<file path="src/hw/rtl/mna_pkg.sv">
`timescale 1ns / 1ps
// ----------------------------------------------------------------------------
// mna_pkg
// Shared types and constants of the MIDI note arpeggiator.
// ----------------------------------------------------------------------------
package mna_pkg;

   localparam logic [7:0] KIND_MASK     = 8'hF0;
   localparam logic [7:0] KIND_NOTE_ON  = 8'h90;
   localparam logic [7:0] KIND_NOTE_OFF = 8'h80;

   localparam logic [2:0] MODE_UP_DOWN = 3'd0;
   localparam logic [2:0] MODE_UP      = 3'd1;
   localparam logic [2:0] MODE_DOWN    = 3'd2;
   localparam logic [2:0] MODE_RANDOM  = 3'd3;

   localparam logic [1:0] REG_ARP_MODE   = 2'd0;
   localparam logic [1:0] REG_PHASE_STEP = 2'd1;

   localparam logic [15:0] LFSR_SEED = 16'hACE1;
   localparam logic [15:0] LFSR_TAPS = 16'hB400;

   // floor(x / 100) is (x * 5242) >> 19, low by at most one for 16-bit x.
   localparam logic [12:0] RECIP_100 = 13'd5242;
   localparam int          RECIP_SHIFT = 19;

   // Rounded up, (x * 5243) >> 19 is exactly floor(x / 100) for x below 40000.
   localparam logic [12:0] RECIP_100_UP = 13'd5243;

   typedef struct packed {
      logic       load;     // copy the held entry into the sort slot
      logic       sort_en;  // one odd-even compare and exchange pass
      logic       phase;    // parity of the pairs compared in this pass
      logic       clr_en;   // clear every held entry equal to note
      logic [6:0] note;
   } cell_ctrl_type;

endpackage

</file>
<file path="src/hw/rtl/mna_cell.sv">
`timescale 1ns / 1ps
// ----------------------------------------------------------------------------
// mna_cell
// One slot of the held-note row: keeps the held note and its slot of the
// sorted copy, and exchanges with its neighbors during odd-even sorting.
// ----------------------------------------------------------------------------
module mna_cell #(
   parameter int IDX = 0,
   parameter int N   = 10
) (
   input  logic                  clock,
   input  logic                  reset,
   input  mna_pkg::cell_ctrl_type ctrl,
   input  logic                  wr_en,
   input  logic [6:0]            left_val,
   input  logic [6:0]            right_val,
   output logic [6:0]            sort_val
);
   import mna_pkg::*;

   localparam logic PAR = 1'((IDX % 2));
   localparam bit HAS_RIGHT = (IDX < N - 1);
   localparam bit HAS_LEFT  = (IDX > 0);

   logic [6:0] held_ff, held_in;
   logic [6:0] sort_ff, sort_in;
   logic       lower, upper;

   always_comb begin
      lower = HAS_RIGHT && (ctrl.phase == PAR);
      upper = HAS_LEFT && (ctrl.phase != PAR);

      if (wr_en) begin
         held_in = ctrl.note;
      end else if (ctrl.clr_en && (held_ff == ctrl.note)) begin
         held_in = 7'd0;
      end else begin
         held_in = held_ff;
      end

      if (ctrl.load) begin
         sort_in = held_ff;
      end else if (ctrl.sort_en && lower) begin
         sort_in = (right_val < sort_ff) ? right_val : sort_ff;
      end else if (ctrl.sort_en && upper) begin
         sort_in = (left_val > sort_ff) ? left_val : sort_ff;
      end else begin
         sort_in = sort_ff;
      end
   end

   always_ff @(posedge clock) begin
      if (reset) begin
         held_ff <= 7'd0;
         sort_ff <= 7'd0;
      end else begin
         held_ff <= held_in;
         sort_ff <= sort_in;
      end
   end

   assign sort_val = sort_ff;

endmodule

</file>
<file path="src/hw/rtl/midi_note_arpeggiator.sv">
`timescale 1ns / 1ps
// ----------------------------------------------------------------------------
// midi_note_arpeggiator
// Holds up to MAX_NOTES notes from note-on/note-off messages, keeps a sorted
// copy in a row of cells, and steps through it at a phase-accumulator rate.
// ----------------------------------------------------------------------------
//  Channel   Dir   Payload
//  req_      in    tdata: status_byte[7:0], note_number[14:8], velocity[21:15]
//                  tuser: msg_valid
//  rsp_      out   tdata: note_out[6:0];  tuser: step_tick
//  csr_      in    index 0 arp_mode, index 1 phase_step
//
//  An item without a note change goes through S_STEP and S_FIN; a note change
//  first passes S_LOAD and the odd-even sort passes of S_SORT over the cell
//  row. Random mode adds S_RQ, S_RR, S_RP and S_RO. A pending result stalls
//  the next item only in its last state, S_FIN.
// ----------------------------------------------------------------------------
module midi_note_arpeggiator #(
   parameter int MAX_NOTES  = 10,
   parameter int PHASE_BITS = 24
) (
   input  logic        clock,
   input  logic        reset,
   input  logic        req_tvalid,
   output logic        req_tready,
   input  logic [23:0] req_tdata,   // status_byte, note_number, velocity
   input  logic        req_tuser,   // msg_valid
   output logic        rsp_tvalid,
   input  logic        rsp_tready,
   output logic [7:0]  rsp_tdata,   // note_out, zero pad
   output logic        rsp_tuser,   // step_tick
   input  logic        csr_valid,
   output logic        csr_ready,
   input  logic [1:0]  csr_index,
   input  logic [23:0] csr_data
);
   import mna_pkg::*;

   localparam int CW = $clog2(MAX_NOTES + 1);
   localparam int IW = $clog2(MAX_NOTES);
   localparam int PW = 7 + CW;
   localparam int SW = ((PHASE_BITS > 24) ? PHASE_BITS : 24) + 1;
   localparam int OW = PW + 13;
   localparam logic [CW-1:0] FULL = CW'(MAX_NOTES);
   localparam logic [CW-1:0] TOP  = CW'(MAX_NOTES - 1);

   localparam logic [3:0] S_IDLE = 4'd0;
   localparam logic [3:0] S_LOAD = 4'd1;
   localparam logic [3:0] S_SORT = 4'd2;
   localparam logic [3:0] S_STEP = 4'd3;
   localparam logic [3:0] S_RQ   = 4'd4;
   localparam logic [3:0] S_RR   = 4'd5;
   localparam logic [3:0] S_RP   = 4'd6;
   localparam logic [3:0] S_RO   = 4'd7;
   localparam logic [3:0] S_FIN  = 4'd8;

   logic [3:0]            state_ff, state_in;
   logic [2:0]            mode_ff;
   logic [23:0]           pstep_ff;
   logic [CW-1:0]         count_ff, count_in;
   logic [IW-1:0]         idx_ff, idx_in;
   logic                  up_ff, up_in;
   logic [PHASE_BITS-1:0] acc_ff, acc_in;
   logic                  first_ff, first_in;
   logic [15:0]           lfsr_ff, lfsr_in;
   logic                  tick_ff, tick_in;
   logic [6:0]            note_ff, note_in;
   logic [CW-1:0]         pass_ff, pass_in;
   logic [9:0]            q_ff, q_in;
   logic [6:0]            r_ff, r_in;
   logic [PW-1:0]         p_ff, p_in;
   logic                  rv_ff, rv_in;
   logic                  rtick_ff, rtick_in;
   logic [6:0]            rnote_ff, rnote_in;

   cell_ctrl_type         ctrl;
   logic [MAX_NOTES-1:0]  wr_vec;
   logic [6:0]            sort_q [MAX_NOTES];

   logic [7:0]            kind;
   logic [6:0]            in_note, in_vel;
   logic                  take, is_on, is_off;
   logic [CW-1:0]         low, nxt;
   logic [SW-1:0]         sum;
   logic                  fire;
   logic [28:0]           q_prod;
   logic [16:0]           rem;
   logic [OW-1:0]         o_prod;
   logic [CW:0]           offs;

   assign csr_ready  = 1'b1;
   assign req_tready = (state_ff == S_IDLE);
   assign take       = req_tvalid && req_tready;
   assign kind       = req_tdata[7:0] & KIND_MASK;
   assign in_note    = req_tdata[14:8];
   assign in_vel     = req_tdata[21:15];
   assign is_on      = req_tuser && (kind == KIND_NOTE_ON) && (in_vel != 7'd0);
   assign is_off     = req_tuser && !is_on &&
                       ((kind == KIND_NOTE_OFF) || (kind == KIND_NOTE_ON));
   assign low        = FULL - count_ff;

   genvar g;
   generate
      for (g = 0; g < MAX_NOTES; g++) begin : g_cell
         logic [6:0] lv, rv;
         assign wr_vec[g] = take && is_on && (count_ff < FULL) && (count_ff == CW'(g));
         if (g > 0) begin : g_l
            assign lv = sort_q[g-1];
         end else begin : g_l0
            assign lv = 7'd0;
         end
         if (g < MAX_NOTES - 1) begin : g_r
            assign rv = sort_q[g+1];
         end else begin : g_r0
            assign rv = 7'd0;
         end
         mna_cell #(.IDX(g), .N(MAX_NOTES)) u_cell (
            .clock     (clock),
            .reset     (reset),
            .ctrl      (ctrl),
            .wr_en     (wr_vec[g]),
            .left_val  (lv),
            .right_val (rv),
            .sort_val  (sort_q[g])
         );
      end
   endgenerate

   always_comb begin
      ctrl.load    = (state_ff == S_LOAD);
      ctrl.sort_en = (state_ff == S_SORT);
      ctrl.phase   = pass_ff[0];
      ctrl.clr_en  = take && is_off;
      ctrl.note    = in_note;

      state_in = state_ff;
      count_in = count_ff;
      idx_in   = idx_ff;
      up_in    = up_ff;
      acc_in   = acc_ff;
      first_in = first_ff;
      lfsr_in  = lfsr_ff;
      tick_in  = tick_ff;
      note_in  = note_ff;
      pass_in  = pass_ff;
      q_in     = q_ff;
      r_in     = r_ff;
      p_in     = p_ff;
      rv_in    = rv_ff && !rsp_tready;
      rtick_in = rtick_ff;
      rnote_in = rnote_ff;
      nxt      = '0;
      fire     = 1'b0;

      sum    = SW'(acc_ff) + SW'(pstep_ff);
      q_prod = 29'(lfsr_ff) * 29'(RECIP_100);
      rem    = 17'(lfsr_ff) - 17'(q_ff) * 17'd100;
      o_prod = OW'(p_ff) * OW'(RECIP_100_UP);
      offs   = o_prod[OW-1:RECIP_SHIFT];

      unique case (state_ff)
         S_IDLE: begin
            if (take) begin
               if (is_on && (count_ff < FULL)) begin
                  count_in = count_ff + 1'b1;
                  state_in = S_LOAD;
               end else if (is_off) begin
                  if (count_ff != '0) count_in = count_ff - 1'b1;
                  state_in = S_LOAD;
               end else begin
                  state_in = S_STEP;
               end
            end
         end
         S_LOAD: begin
            pass_in  = '0;
            state_in = S_SORT;
         end
         S_SORT: begin
            pass_in = pass_ff + 1'b1;
            if (pass_ff == TOP) state_in = S_STEP;
         end
         S_STEP: begin
            state_in = S_FIN;
            if (count_ff != '0) begin
               if ((acc_ff == '0) && first_ff) begin
                  fire = 1'b1;
               end else begin
                  acc_in = sum[PHASE_BITS-1:0];
                  fire   = (sum >= (SW'(1) << PHASE_BITS));
               end
               if (fire) first_in = 1'b0;
               tick_in = fire;
               if (fire) begin
                  if (sort_q[idx_ff] != 7'd0) note_in = sort_q[idx_ff];
                  unique case (mode_ff)
                     MODE_UP_DOWN: begin
                        if (up_ff) begin
                           nxt = (CW'(idx_ff) < TOP) ? CW'(idx_ff) + 1'b1 : low;
                           if (nxt == TOP) up_in = 1'b0;
                        end else begin
                           nxt = (CW'(idx_ff) > low) ? CW'(idx_ff) - 1'b1 : TOP;
                           if (nxt == low) up_in = 1'b1;
                        end
                        idx_in = nxt[IW-1:0];
                     end
                     MODE_UP: begin
                        nxt    = (CW'(idx_ff) < TOP) ? CW'(idx_ff) + 1'b1 : low;
                        idx_in = nxt[IW-1:0];
                     end
                     MODE_DOWN: begin
                        nxt    = (CW'(idx_ff) > low) ? CW'(idx_ff) - 1'b1 : TOP;
                        idx_in = nxt[IW-1:0];
                     end
                     MODE_RANDOM: begin
                        lfsr_in  = {1'b0, lfsr_ff[15:1]} ^ (lfsr_ff[0] ? LFSR_TAPS : 16'd0);
                        state_in = S_RQ;
                     end
                     default: begin
                     end
                  endcase
               end
            end
         end
         S_RQ: begin
            q_in     = q_prod[28:RECIP_SHIFT];
            state_in = S_RR;
         end
         S_RR: begin
            r_in     = (rem >= 17'd100) ? 7'(rem - 17'd100) : 7'(rem);
            state_in = S_RP;
         end
         S_RP: begin
            p_in     = PW'(r_ff) * PW'(count_ff);
            state_in = S_RO;
         end
         S_RO: begin
            idx_in   = IW'((CW + 1)'(TOP) - offs);
            state_in = S_FIN;
         end
         S_FIN: begin
            if (!rv_ff || rsp_tready) begin
               rv_in    = 1'b1;
               rtick_in = tick_ff;
               rnote_in = note_ff;
               state_in = S_IDLE;
            end
         end
         default: state_in = S_IDLE;
      endcase
   end

   always_ff @(posedge clock) begin
      if (reset) begin
         state_ff <= S_IDLE;
         mode_ff  <= 3'd0;
         pstep_ff <= 24'd0;
         count_ff <= '0;
         idx_ff   <= IW'(MAX_NOTES - 1);
         up_ff    <= 1'b1;
         acc_ff   <= '0;
         first_ff <= 1'b1;
         lfsr_ff  <= LFSR_SEED;
         tick_ff  <= 1'b0;
         note_ff  <= 7'd0;
         pass_ff  <= '0;
         rv_ff    <= 1'b0;
      end else begin
         state_ff <= state_in;
         count_ff <= count_in;
         idx_ff   <= idx_in;
         up_ff    <= up_in;
         acc_ff   <= acc_in;
         first_ff <= first_in;
         lfsr_ff  <= lfsr_in;
         tick_ff  <= tick_in;
         note_ff  <= note_in;
         pass_ff  <= pass_in;
         rv_ff    <= rv_in;
         if (csr_valid && (csr_index == REG_ARP_MODE)) mode_ff <= csr_data[2:0];
         if (csr_valid && (csr_index == REG_PHASE_STEP)) pstep_ff <= csr_data;
      end
   end

   always_ff @(posedge clock) begin
      q_ff     <= q_in;
      r_ff     <= r_in;
      p_ff     <= p_in;
      rtick_ff <= rtick_in;
      rnote_ff <= rnote_in;
   end

   assign rsp_tvalid = rv_ff;
   assign rsp_tuser  = rtick_ff;
   assign rsp_tdata  = {1'b0, rnote_ff};

endmodule
</file>
<file path="config.mk">
export PLATFORM = sky130hd
export DESIGN_NAME = midi_note_arpeggiator
export DESIGN_NICKNAME = d
export VERILOG_FILES = /design/src/hw/rtl/mna_pkg.sv /design/src/hw/rtl/mna_cell.sv /design/src/hw/rtl/midi_note_arpeggiator.sv
export SDC_FILE = /design/constraint.sdc
export NUM_CORES = 1
export LEC_CHECK = 0
export BUFFER_PORTS_ARGS = -buffer_cell sky130_fd_sc_hd__buf_4
export CAP_MARGIN = 25
export CORE_MARGIN = 2
export CORE_UTILIZATION = 25
export CTS_BUF_LIST = sky130_fd_sc_hd__clkbuf_16
export DETAILED_ROUTE_END_ITERATION = 10
export GPL_TIMING_DRIVEN = 1
export HOLD_SLACK_MARGIN = 0.1
export PLACE_DENSITY = 0.47
export SETUP_SLACK_MARGIN = 0.4
export SLEW_MARGIN = 20
export SYNTH_ARGS = -nofsm -noshare
export SYNTH_HDL_FRONTEND = slang
export SYNTH_SLANG_ARGS = --single-unit
export TNS_END_PERCENT = 1
</file>
<file path="constraint.sdc">
create_clock -name clock -period 6.6 [get_ports clock]
set_clock_uncertainty 0.2 [all_clocks]
set_input_delay 0 -clock clock [delete_from_list [all_inputs] [get_ports clock]]
set_output_delay 0 -clock clock [all_outputs]
set_load 0.03 [all_outputs]
</file>
==> results.toml, run 1 <==
[synth]
synth_top_cell_area_share_pct = 20.3
synth_area_um2 = 23100
synth_largest_area_cell = "dfxtp_1"
synth.avg_cell_area_um2 = 8.75
synth_fp_nets = 3146
ys_ff_latch = 270
synth_edf_count = 36
synthFlopType = "dfxtp_1"
synth-seq-area-share_pct = 25.0
netlist_instances = 2638
synth.area.top_cells = "dfxtp_1 20%, ha_1 18%, fa_1 10%, inv_1 4.8%, edfxtp_1 4.7%"
yosysWarningCount = 0
synth_cell_types = 83
synthArstFlopShare_pct = 0

[final_layout]
area_growth_pct = 16.8
fin_nets = 3257
utilization_pct = 29.4
antenna_cells = 0
drive_above_1_share_pct = 7.83
fin_area_um2 = 27000
final_cells = 3958
final_cell_mix = "332 x ha_1, 296 x inv_1, 264 x nor2_1"
final_common_cell = "ha_1"

[grt]
grt_max_degree = 138
grt_use_met2_pct = 22.9
gr-usage-met3_pct = 1.59
globalRoute.busiestLayer = "met2"
grt_pass1_vias = 18600
grtUsageTotal_pct = 13.6
use_met1_pct = 18.3
grt_antenna_before_repair = 0
overflow = 0
grt_pass1_wl_um = 103000

[clock_network]
cts_tree = "built"
clockRootBuffer = "clkbuf_16"
cts_made_buffers = 35
path_clk_slew_ps = 60
clk_latency_ps = 550
cts_max_path_buffers = 3
cts.sink_count = 270
cts_max_level = 2

[timing]
setup_violations = 0
slew_viol_final = 0
min_period_ps = 5960
final.setup.tns_ps = 0
final_hold_viol_count = 0
max_slew_margin_pct = 32.8
fmax_mhz = 168
finalCritPeriodShare_pct = 90.2
rsz0062_at_grt = "no"
worst_pin_slew_ps = 1010

[placement]
globalplace.congestion = 0.822
dpl.hpwl_um = 47600
port_buffers = 59
dpl_cell_area_um2 = 24800
post-place-cells = 3791

[power_and_ir_drop]
p_per_area_nw_per_um2 = 198
leakagePower_uw = 0.0117
ir_drop_mv = 0.126
total_power_uw = 5340

[critical_path]
cp-end-kind = "register"
path_max_fanout = 2
critical_path_class = "reg -> reg"
required_ps = 6830
crit_path_start_kind = "register"
crit_arrival_ps = 6190

[floorplanning]
die_w_um = 308
initial_utilization_pct = 25.2
die_area_um2 = 94800
rows = 111
dieHeight_um = 308
core_area_um2 = 91700
ios = 68

[worst_hold_path]
min_path_type = "in -> reg"

[job]
drv_cap = 0

[routing]
drcViolationCount = 0
wl_per_cell_um = 16.3
first_pass_iters = 5
num_vias = 18600
vias_per_cell = 4.70
routed_wl_um = 64400
first_iter_violations = 1286
ant_nets = 0

[run_status]
status = "completed"
==> sequential cells by signal, indices dropped and copies added, names as in the netlist <==
name and flops:
g_cell.u_cell.held_ff 70, g_cell.u_cell.sort_val 70, acc_ff 24, pstep_ff 24, lfsr_ff 16, p_ff 11
q_ff 10, note_ff 7, r_ff 7, rnote_ff 7, count_ff 4, idx_ff 4
pass_ff 4, state_ff 4, mode_ff 3, first_ff 1, rsp_tuser 1, rsp_tvalid 1
tick_ff 1, up_ff 1
==> final cells by class <==
class	count	area, um2
clock buffers	36	901
clock inverters	24	188
fillers	9802	64700
inverters	295	1110
multi-input cells	1957	15800
flip-flops and latches	270	5770
well taps	1186	1480
repair buffers	190	1700
==> final timing paths <==
check / start / endpoint / slack, ps / cells past startpoint
worst min-delay path: req_tdata[4] / count_ff[2] / 100 / 6
worst max-delay path: p_ff[10] / idx_ff[3] / 640 / 21
worst max register to register: p_ff[10] / idx_ff[3] / 640 / 21
worst min register to register: note_ff[3] / rnote_ff[3] / 240 / 0
==> critical path, cell delays in order, from the launching register on <==
cell and delay [ps]:
edfxtp_1 430, fa_1 560, fa_2 580, inv_1 50, fa_1 350, inv_1 90
fa_1 410, fa_1 580, ha_4 220, and4_4 200, a2111oi_4 350, o21ai_2 110
a31oi_2 240, a21boi_2 80, o21a_1 200, or2_2 300, ha_2 190, xor2_1 160
xnor2_1 130, xnor2_1 200, xnor2_1 150, o21ai_1 70
==> per-stage QoR <==
stage | setup slack [ps] | hold slack [ps]
floorplan | 589 | -64.0
global placement | 310 | 52.8
detailed placement | 318 | 53.5
CTS | 419 | 108
global route | 388 | 155
finish | 645 | 95.4
==> cells by family (layout without fill, tap and decap cells) <==
group / Yosys count / count (layout) / synth area share (%)
simple gates: 698 / 698 / 13.9
compound gates: 594 / 594 / 16.7
fa+ha+maj: 452 / 452 / 28.3
buf+inv: 411 / 545 / 6.93
flops: 270 / 270 / 25.0
xor+xnor: 142 / 142 / 5.39
mux: 69 / 69 / 3.75
other cells: 2 / 2 / 0.0325
==> cells in the mapped netlist (10+ instances only) <==
cell type and instances:
o22ai_1 10, inv_1 293, fa_1 117, xor2_1 55, a211oi_1 46, o21a_1 11
ha_1 335, clkbuf_1 72, mux4_2 14, a21oi_2 14, nor2_1 264, nor2b_1 17
buf_1 10, xnor2_1 87, mux2i_1 54, nand4_1 21, a31oi_1 23, edfxtp_1 36
a21oi_1 166, nand3_1 32, and2_1 23, buf_2 28, or3_1 12, nor3_1 22
a21o_1 43, dfxtp_1 234, nand2_1 216, a22oi_1 86, o21ai_0 103, nor4_1 18
nand2b_1 16
==> per-layer routing <==
| layer | vias to the layer above | wire length, um |
|---|---|---|
| li1 | 9367 | - |
| met3 | 76 | 2240 |
| met1 | 8850 | 30700 |
| met4 | 0 | 1360 |
| met2 | 314 | 30100 |
| met5 | - | 0 |
==> report_power, final <==
part / internal [uW] / switching, uW
clock network: 1070 / 783
logic: 651 / 840
registers: 1790 / 202
total: 3510 / 1820
==> timing repair <==
item                       in CTS  in global routing
resized for setup               1                 24
setup endpoints to repair       1                  2
hold endpoints to repair      155                  0
pin swaps                       0                 21
buffers inserted                3                 10
hold buffers                   91                  0
(Power assumes the default switching activity.)
==> run 2, diff against run 1 <==
--- a/config.mk
+++ b/config.mk
@@ -13,7 +13,7 @@
 export DETAILED_ROUTE_END_ITERATION = 10
 export GPL_TIMING_DRIVEN = 1
 export HOLD_SLACK_MARGIN = 0.1
-export PLACE_DENSITY = 0.47
+export PLACE_DENSITY_LB_ADDON = 0.1
 export SETUP_SLACK_MARGIN = 0.4
 export SLEW_MARGIN = 20
 export SYNTH_ARGS = -nofsm -noshare
==> run 2 against run 1 <==
Against the previous run: design area about the same; via count up 2.7%; core utilization about the same; combinational power about the same; highest routed layer unchanged; largest power group unchanged; final cell count about the same; sequential power about the same; sequential share of layout area about the same; global-route usage up 1.6 points; first-iteration DRC count down 9.8%.
==> results.toml, run 2 (same netlist as run 1, synthesis figures left out) <==
[run_status]
status = "completed"

[routing]
num_vias = 19100
ant_nets = 0
first_pass_iters = 7
wl_per_cell_um = 18.1
vias_per_cell = 4.83
routed_wl_um = 71500
drcViolationCount = 0
first_iter_violations = 1160

[timing]
rsz0062_at_grt = "no"
slew_viol_final = 0
fin_ws_ps = 647
max_slew_margin_pct = 32.8
fmax_mhz = 168
min_period_ps = 5950
final.setup.tns_ps = 0
final_hold_viol_count = 0
worst_pin_slew_ps = 1010
setup_violations = 0
finalCritPeriodShare_pct = 90.2

[placement]
post-place-cells = 3794
pre_cts_ws_ps = 223
globalplace.congestion = 0.792
dpl.hpwl_um = 53600
port_buffers = 59

[floorplanning]
initial_utilization_pct = 25.2
core_area_um2 = 91700
dieHeight_um = 308
die_w_um = 308
ios = 68
rows = 111
die_area_um2 = 94800

[critical_path]
cp-end-kind = "register"
path_max_fanout = 3
crit_path_start_kind = "register"
crit_arrival_ps = 6180
critical_path_class = "reg -> reg"
required_ps = 6830

[clock_network]
cts.sink_count = 270
cts_made_buffers = 37
cts_max_level = 2
cts_tree = "built"
cts_max_path_buffers = 3
clockRootBuffer = "clkbuf_16"
clk_latency_ps = 570
path_clk_slew_ps = 60

[final_layout]
drive_above_1_share_pct = 7.93
area_growth_pct = 16.9
antenna_cells = 0
final_cells = 3960
final_common_cell = "ha_1"
seq_area_um2 = 5770
fin_nets = 3253
nFillCells = 9683
final_cell_mix = "333 x ha_1, 294 x inv_1, 264 x nor2_1"
multi_input_area_um2 = 15800

[grt]
grtUsageTotal_pct = 15.2
grt_pass1_wl_um = 113000
overflow = 0
grt_pass1_vias = 19600
grt_max_degree = 91
grt_antenna_before_repair = 0

[power_and_ir_drop]
ir_drop_mv = 0.133
total_power_uw = 5500
p_per_area_nw_per_um2 = 204
leakagePower_uw = 0.0117

[worst_hold_path]
min_path_type = "in -> reg"

[job]
drv_cap = 0
run 2: cell count changes in the layout (fill, tap and decap cells not counted), moves of 2 or more:
cell	before	now
buf_4	92	95
clkbuf_16	36	38
clkinv_1	3	9
clkinv_2	3	8
clkinvlp_4	4	1
dlygate4sd3_1	91	83
fa_1	112	115
fa_2	5	2
inv_1	296	294
run 2: final timing paths:
path                 start           to  slack [ps]  cells after the start
min reg2reg        tick_ff    rsp_tuser         240                      0
max                p_ff[4]    idx_ff[3]         650                     22
max reg2reg        p_ff[4]    idx_ff[3]         650                     22
min          req_tdata[18]  count_ff[1]         160                      7
run 2: repair_timing:
item | 4_1_cts | 5_1_grt
hold buffers | 83 | 0
endpoints found under the hold margin | 141 | 0
setup buffers | 3 | 9
resized for setup | 5 | 18
endpoints found under the setup margin | 1 | 2
pin swaps | 4 | 26
run 2: power by group:
group / internal (uW) / switching, uW / leakage, uW / total (uW)
clock network: 1130 / 847 / 0.000600 / 1980
registers: 1790 / 210 / 0.00221 / 2000
logic: 653 / 867 / 0.00893 / 1520
run 2: layout make-up:
cell class	instances	share of cell area, %
Multi-Input combinational cell	1957	58.6
Sequential cell	270	21.4
Timing Repair Buffer	184	6.05
Tap cell	1186	5.50
Inverter	295	4.10
Clock buffer	38	3.52
Clock inverter	30	0.807
run 2: routing by layer:
metal  GRT usage (%)  share of wire [%]
met2            25.3                 46
met3            2.08                3.6
met5               0                  0
met1            20.7                 48
met4            3.29                1.8
run 2: critical path, cell delays in order (launching register included):
cell and delay, ps:
edfxtp_1 440, fa_1 640, fa_1 440, ha_1 290
inv_1 60, fa_1 510, fa_1 520, inv_2 50
ha_4 210, a21o_1 170, a21o_1 180, a211o_1 280
o311ai_2 270, buf_4 170, a21boi_2 70, o21a_1 210
or2_4 260, ha_4 160, xor2_2 160, xnor2_1 130
xnor2_1 190, xnor2_1 160, o21ai_1 90
run 2: metrics by stage:
step | hold slack (ps) | area (um2) | util, %
5_1_grt | 217 | 27000 | 29.4
2_1_floorplan | -64.0 | 23100 | -
3_3_place_gp | 55.2 | 24700 | 27.0
3_5_place_dp | 61.4 | 24800 | 27.0
6_report | 165 | 27000 | 29.4
4_1_cts | 156 | 26800 | 29.2
